===== src/rtl/ado_pkg.sv =====
// Shared types, register codes and constants of the Adam update unit.
// No dependencies; every other file refers to it by scoped names.
package ado_pkg;

    localparam int NUM_ELEMENTS = 4096;
    localparam int ADDR_W       = (NUM_ELEMENTS > 1) ? $clog2(NUM_ELEMENTS) : 1;

    localparam int CFG_IDX_W = 3;
    localparam int CFG_W     = 24;

    localparam logic [CFG_IDX_W-1:0] CFG_LEARNING_RATE = 3'd0;
    localparam logic [CFG_IDX_W-1:0] CFG_DECAY_SECOND  = 3'd1;
    localparam logic [CFG_IDX_W-1:0] CFG_DECAY_FIRST   = 3'd2;
    localparam logic [CFG_IDX_W-1:0] CFG_REG_MODE      = 3'd3;
    localparam logic [CFG_IDX_W-1:0] CFG_REG_STRENGTH  = 3'd4;

    localparam logic [1:0] MODE_NONE = 2'd0;
    localparam logic [1:0] MODE_L1   = 2'd1;
    localparam logic [1:0] MODE_L2   = 2'd2;
    localparam logic [1:0] MODE_UNK  = 2'd3;

    localparam logic KIND_STEP = 1'b0;
    localparam logic KIND_ELEM = 1'b1;

    localparam logic [24:0] ONE_Q24  = 25'd16777216;
    localparam logic [63:0] EPS_Q40  = 64'd10995;
    localparam logic [47:0] MAX48    = 48'hFFFF_FFFF_FFFF;
    localparam logic [32:0] STEP_MAX = 33'h1_0000_0000;

    localparam logic [23:0] RST_LEARNING_RATE = 24'd16777;
    localparam logic [23:0] RST_DECAY_SECOND  = 24'd16760438;
    localparam logic [23:0] RST_DECAY_FIRST   = 24'd15099494;

    // Result bits resolved per stage in each iterative unit
    localparam int VD_STEPS  = 2;
    localparam int VD_STAGES = 64 / VD_STEPS;
    localparam int SQ_STEPS  = 2;
    localparam int SQ_STAGES = 32 / SQ_STEPS;
    localparam int SD_STEPS  = 2;
    localparam int SD_STAGES = 34 / SD_STEPS;

    typedef struct packed {
        logic [23:0] lr;
        logic [23:0] d2;
        logic [23:0] d1;
        logic [1:0]  mode;
        logic [23:0] strength;
    } t_cfg;

    // Per-item side band carried alongside the arithmetic
    typedef struct packed {
        logic               upd;
        logic signed [31:0] w;
        logic               neg;
        logic [55:0]        num;
        logic [24:0]        q1;
        logic               status;
    } t_side;

    function automatic logic signed [31:0] sat32(input logic signed [63:0] x);
        if (x > 64'sd2147483647) begin
            return 32'sh7FFF_FFFF;
        end else if (x < -64'sd2147483648) begin
            return 32'sh8000_0000;
        end
        return x[31:0];
    endfunction

endpackage


===== src/rtl/ado_sqrt.sv =====
// Pipelined digit-by-digit integer square root of a 64-bit radicand.
// Depends on ado_pkg.
module ado_sqrt (
    input  logic           i_clk,
    input  logic           i_rst_n,
    input  logic           i_en,
    input  logic           i_valid,
    input  logic [63:0]    i_x,
    input  ado_pkg::t_side i_side,
    output logic           o_valid,
    output logic [31:0]    o_s,
    output ado_pkg::t_side o_side
);

    localparam int N = ado_pkg::SQ_STAGES;

    logic [N:0]     r_valid;
    logic [63:0]    r_rad  [0:N];
    logic [33:0]    r_rem  [0:N];
    logic [31:0]    r_root [0:N];
    ado_pkg::t_side r_side [0:N];

    logic [63:0] n_rad  [1:N];
    logic [33:0] n_rem  [1:N];
    logic [31:0] n_root [1:N];

    always_comb begin : root_steps
        logic [35:0] t;
        logic [35:0] trial;
        logic [63:0] rad;
        logic [33:0] rem;
        logic [31:0] root;
        for (int s = 0; s < N; s++) begin
            rad  = r_rad[s];
            rem  = r_rem[s];
            root = r_root[s];
            for (int j = 0; j < ado_pkg::SQ_STEPS; j++) begin
                t     = {rem, rad[63:62]};
                trial = {2'b00, root, 2'b01};
                rad   = {rad[61:0], 2'b00};
                if (t >= trial) begin
                    rem  = 34'(t - trial);
                    root = {root[30:0], 1'b1};
                end else begin
                    rem  = t[33:0];
                    root = {root[30:0], 1'b0};
                end
            end
            n_rad[s+1]  = rad;
            n_rem[s+1]  = rem;
            n_root[s+1] = root;
        end
    end

    always_ff @(posedge i_clk) begin
        if (!i_rst_n) begin
            r_valid <= '0;
        end else if (i_en) begin
            r_valid <= {r_valid[N-1:0], i_valid};
        end
    end

    always_ff @(posedge i_clk) begin
        if (i_en) begin
            r_rad[0]  <= i_x;
            r_rem[0]  <= '0;
            r_root[0] <= '0;
            r_side[0] <= i_side;
            for (int s = 0; s < N; s++) begin
                r_rad[s+1]  <= n_rad[s+1];
                r_rem[s+1]  <= n_rem[s+1];
                r_root[s+1] <= n_root[s+1];
                r_side[s+1] <= r_side[s];
            end
        end
    end

    assign o_valid = r_valid[N];
    assign o_s     = r_root[N];
    assign o_side  = r_side[N];

endmodule


===== config.mk =====
export PLATFORM = sky130hd
export DESIGN_NAME = ado_sqrt
export DESIGN_NICKNAME = d
export VERILOG_FILES = /design/src/rtl/ado_pkg.sv /design/src/rtl/ado_sqrt.sv
export SDC_FILE = /design/constraint.sdc
export NUM_CORES = 2
export LEC_CHECK = 0
export BUFFER_PORTS_ARGS = -buffer_cell sky130_fd_sc_hd__buf_2
export CAP_MARGIN = 20
export CORE_AREA = 2 2 696 698
export CTS_BUF_LIST = sky130_fd_sc_hd__clkbuf_4 sky130_fd_sc_hd__clkbuf_8
export CTS_CLUSTER_SIZE = 8
export DETAILED_ROUTE_END_ITERATION = 8
export DIE_AREA = 0 0 698 700
export GPL_ROUTABILITY_DRIVEN = 1
export HOLD_SLACK_MARGIN = 0.12
export SYNTH_ARGS = -nofsm -noshare
export SYNTH_HDL_FRONTEND = slang
export SYNTH_MEMORY_MAX_BITS = 65536
export SYNTH_SLANG_ARGS = --single-unit
export TNS_END_PERCENT = 1

===== constraint.sdc =====
create_clock -name i_clk -period 11.6 [get_ports i_clk]
set_input_delay 1.16 -clock i_clk [delete_from_list [all_inputs] [get_ports i_clk]]
set_output_delay 1.16 -clock i_clk [all_outputs]
set_load 0.01 [all_outputs]

# ---- After elaboration in Yosys (flattened, before gate mapping)
# Memory sizes are Yosys's and may differ from the RTL's.
# Index checks and enable logic that the tools add are counted.
dict set report word_totals {
  register_bits 17
  latch_bits 0
  ramBits 4182
  romBits 0
  out_inout_bits 149
  mem_count 4
}
dict set report op_classes {
  n_addsub 32
  mul 0
  n_div 0
  magnitude_cmp 32
  eq_ne 0
  shifts 0
  mux 66
  bitwise 0
  reduce_logical 0
}
# memory depth width read_ports rd_ports_with_merged_regs write_ports line_no
set memory_table {}
lappend memory_table {r_side 17 116 17 0 17 ado_sqrt.sv:21} ;# ado_pkg::t_side r_side [0:N];
lappend memory_table {r_rad 17 64 16 0 17 ado_sqrt.sv:18} ;# logic [63:0] r_rad [0:N];
lappend memory_table {r_rem 17 34 16 0 17 ado_sqrt.sv:19} ;# logic [33:0] r_rem [0:N];
lappend memory_table {r_root 17 32 17 0 17 ado_sqrt.sv:20} ;# logic [31:0] r_root [0:N];
# operator n
set ops {}
lappend ops {{$ge A36 B34 Y1} 32}
lappend ops {{$mux W34} 32}
lappend ops {{$sub A34 B34 Y34} 32}
lappend ops {{$mux W1} 34}

# ---- Logic depth before layout (Yosys ltp)
# An unclocked memory read counts as a cell.
dict set report depth {
  word_depth 5
  mapped_depth 29
  ltp_nobuf 25
}

# ---- Worst setup path after synthesis
# OpenSTA, ideal clock, no wires.
dict set report synth_path {
  path_kind {register to register}
  startpoint {memory r_root[11][0], in the netlist r_root[0][352]}
  endpoint {memory r_rem[12][17], in the netlist r_rem[0][425] (data pin)}
  setup_time_ns 0.260
  arrival_time_ns 6.298
  required_ns 11.340
  slack_ns 5.042
  path_stages_with_launch 27
  period_less_slack_ns 6.558
  path_cell_list {edfxtp_1 inv_1 ha_1 nor2b_1 o21ai_0 a21oi_1 o31ai_1 a2111o_1 and3_1 clkbuf_1 clkbuf_1 clkbuf_1 o21ai_0 ha_1 clkbuf_1 a21oi_1 nor2_1 o311a_1 o31a_1 o211ai_1 a21oi_1 a221oi_1 nand2_1 a211o_1 nor4_2 buf_2 mux2_2}
}
# item line_no
set synth_lines {}
lappend synth_lines {{from (decl)} ado_sqrt.sv:20}
lappend synth_lines {{to (decl)} ado_sqrt.sv:19}

==> metrics <==
CP max-delay cell=o211ai_1; Psw=between 10 and 15 mW; count leader, synth=edfxtp_1; fin util=0.345; die area=about 490000 um2; Max Root-Sink Buffers=4; CP top delay family=compound AO/OA/AOI/OAI gates; CP Cell Sequence=ha_1 > a2111oi_0 > o21ai_0 > a211o_1 > a31oi_1 > nand2_2 > inv_1 > a211oi_1 > a21o_1 > ha_1 > nand2_1 > nor2_1 > and2_1 > nand3_1 > a2111oi_0 > a2111oi_0 > a21oi_1 > a21oi_1 > o211ai_1 > or2_2 > mux2_2; H-tree depth=6; WHS=between 0.3 and 0.4 ns; XOR/XNOR share of the synthesized area=0.0475; vias in the first global route=~82000; Starting DRT DRC Count=approximately 4900; vias=around 81000; Max FO, Critical Path=27; hold path depth=1; Top Ports=approximately 330; Seq cells post-synth=3290; Hold Crit Start=i_side[57]; CTS tree=built; Crit. End Element=flop; crit path DAT=8.72 ns; worst path bufs/invs=1; register area share after synthesis=0.686; Syn-to-layout area delta=15.4%; # fillers=around 47000; clock-pin slew on the worst setup and hold paths=around 0.060 ns; Synth area leader=edfxtp_1; initial antenna violation count=6; Compound-Gate Fraction of Synth Area=0.0947; Reg2Reg Launch Point=r_rem[0][431]$_DFFE_PP_; Worst Hold End=r_side[0][57]$_DFFE_PP_; core area=around 480000 um2; Post-Place Worst Slack=3.81 ns; # Post-CTS Setup Buffers=0; wire length per cell=~16 um; hpwl dp=~200000 um; Synth Flop Type=edfxtp_1; Post-Synthesis Cells=roughly 10000; Final setup viols=0; drt via density=4.56; worst r2r path cells=21; post-route antenna net violation count=0; gr usage total=0.113; status=complete, no violations; EDFF count, synth=around 3300; first-pass GRT wire length=between 400000 and 500000 um; leakage power=60.6 nW; Synth Cell Area=about 140000 um2; switching portion of total power=0.305; Slew HR=0.278; PwrDens=around 210 nW/um2; Final Max Tran Viols=0; HP Class=primary input to flop; Logic pwr share=0.251; total power=34.6 mW; worst clock skew=0.0537 ns; worst-margin pin slew=1.08 ns; sequential share of power=0.441; clock power share=0.309; largest net degree at the start of global routing=around 180; largest cells by area after synthesis=edfxtp_1 68%, ha_1 4.8%, xnor2_1 3.0%, a21oi_1 2.0%, xor2_1 1.8%; synth cell count leaders=3273 x edfxtp_1, 629 x nand2_1, 580 x a21oi_1; cell internal pwr=24.1 mW; worst reg2reg setup slack=about 3.8 ns; clock root cell=clkbuf_8; multiplexer share of the synthesized area=0.0127; share of the synthesized area in the top cell type=0.684; nets@finish=roughly 12000; final period utilization=0.675; layout cells sized above 1=0.137; Largest stage delay, worst path=~0.77 ns; YS warnings=0; largest family of logic cells by synthesized area=compound AO/OA/AOI/OAI gates; Final WS setup=between 3 and 4 ns; Placer Congestion=~0.9; critical path type=flop to flop; Max rail drop VDD=around 0.00013 V; Worst Path Required=around 12 ns; Rows=255; Sink Count=3290; Worst-Skew Late Latency=1.17 ns; Tmin final=between 7 and 8 ns; Setup crit start kind=flop; average cell area after synthesis=about 14 um2; simple-gate portion of the synthesized area=0.0861; synth unique cells=114; Crit path top cell by count=a2111oi_0; fmax=128 MHz; die width=between 600 and 700 um; final wirelength=287000 um; max-cap violation count=0; R2R Path End=r_rem[0][450]$_DFFE_PP_; First-pass DRT Iterations=6; Initial Utilization=0.299; gr ovfl total=0; post-synthesis adder-cell area fraction=0.0485; # port buffers=around 330; Setup TNS=0 ns; TritonCTS buffer count=583; Die Ht=700 um; asr flop ratio synth=0; DRC violations left=0; RSZ-0062 raised after global routing=no; final hold violation count=0
[worst register-to-register path, stage by stage (launching register included)]
cell and delay [ns]:
edfxtp_1 0.44, ha_1 0.40, a2111oi_0 0.61, o21ai_0 0.31, a211o_1 0.33, a31oi_1 0.57
nand2_2 0.11, inv_1 0.30, a211oi_1 0.09, a21o_1 0.20, ha_1 0.38, nand2_1 0.10
nor2_1 0.16, and2_1 0.23, nand3_1 0.18, a2111oi_0 0.41, a2111oi_0 0.14, a21oi_1 0.45
a21oi_1 0.25, o211ai_1 0.77, or2_2 0.67, mux2_2 0.45
[routing by layer]
layer / share of wire / routed length [um] / vias to the layer above / track usage
li1: - / - / 40200 / -
met1: 0.41 / 119000 / 38800 / 0.131
met2: 0.50 / 143000 / 1581 / 0.200
met3: 0.039 / 11300 / 746 / 0.0195
met4: 0.048 / 13900 / 4 / 0.0570
met5: 0.00011 / 31 / - / 0
[metrics by stage]
stage	std cells	instance area [um2]
floorplan	10100	144000
global placement	16600	152000
detailed placement	16600	152000
CTS	17800	166000
global route	17800	166000
finish	17800	166000
[worst max path at each step]
stage                              endpoint                startpoint  cells past startpoint  slack, ns
finish              r_rem[0][450]$_DFFE_PP_   r_rem[0][431]$_DFFE_PP_                     21       3.77
global route        r_rem[0][450]$_DFFE_PP_   r_rem[0][431]$_DFFE_PP_                     21       3.13
CTS                 r_rem[0][450]$_DFFE_PP_   r_rem[0][431]$_DFFE_PP_                     21       3.73
detailed placement  r_rem[0][450]$_DFFE_PP_   r_rem[0][431]$_DFFE_PP_                     21       3.81
global placement    r_rem[0][451]$_DFFE_PP_   r_rem[0][431]$_DFFE_PP_                     21       3.93
floorplan           r_rem[0][425]$_DFFE_PP_  r_root[0][352]$_DFFE_PP_                     26       5.04
[cell usage in the layout (no fill, tap or decap), drive strengths merged, types with 64 or more instances in the layout]
cell type and instances:
o211ai 64, buf 407, ha 557, nand3 179
nand2 630, inv 508, a21oi 580, xor2 290
clkinv 158, dlygate4sd3 180, mux2 116, nor2 547
edfxtp 3273, a21o 313, nor2b 102, a31oi 73
a211oi 72, nor3 199, nand2b 90, o21a 92
clkbuf 784, nor4 111, o21ai 457, nand4 115
and3 71, or3 74, xnor2 490
[cells by family (layout without fill, tap and decap cells)]
family,count (synthesis),count (layout)
AOI/OAI and AO/OA,2099,2099
xor gates and xnor gates,780,780
adders and majority gates,557,557
buffers and inverters,783,2064
DFF,3290,3290
muxes,162,162
other,1,4
and+or+nand+nor,2434,2434
[flip-flops by register name (all words and copies together), names as in the netlist]
name     cells
r_valid     17
r_side    1972
r_rem      485
r_rad      544
r_root     272
[layout make-up]
| class | count | area (um2) | share of cell area |
|---|---|---|---|
| Antenna cell | 2 | 5.00 | 0.0000302 |
| Clock inverter | 229 | 2000 | 0.0121 |
| Multi-Input combinational cell | 6034 | 41700 | 0.251 |
| Clock buffer | 784 | 9550 | 0.0576 |
| Inverter | 463 | 1740 | 0.0105 |
| Sequential cell | 3290 | 98600 | 0.595 |
| Tap cell | 6425 | 8040 | 0.0485 |
| Timing Repair Buffer | 588 | 4200 | 0.0253 |
[power groups by stage]
stage                     clock network (mW)  registers [mW]  logic (mW)
after floorplan                            0            15.2        6.58
after CTS                               11.2            15.3        8.65
final                                   10.7            15.3        8.67
after detailed placement                   0            15.5        8.55
after global placement                     0            15.5        8.54
after global routing                    11.7            15.4        9.65
[repair_timing]
action / in CTS / in global routing
endpoints found under the setup margin: 0 / 0
endpoints found under the hold margin: 180 / 0
gates resized for setup: 0 / 0
hold buffers: 180 / 0
Note: power is estimated with default switching activity, not from simulation.
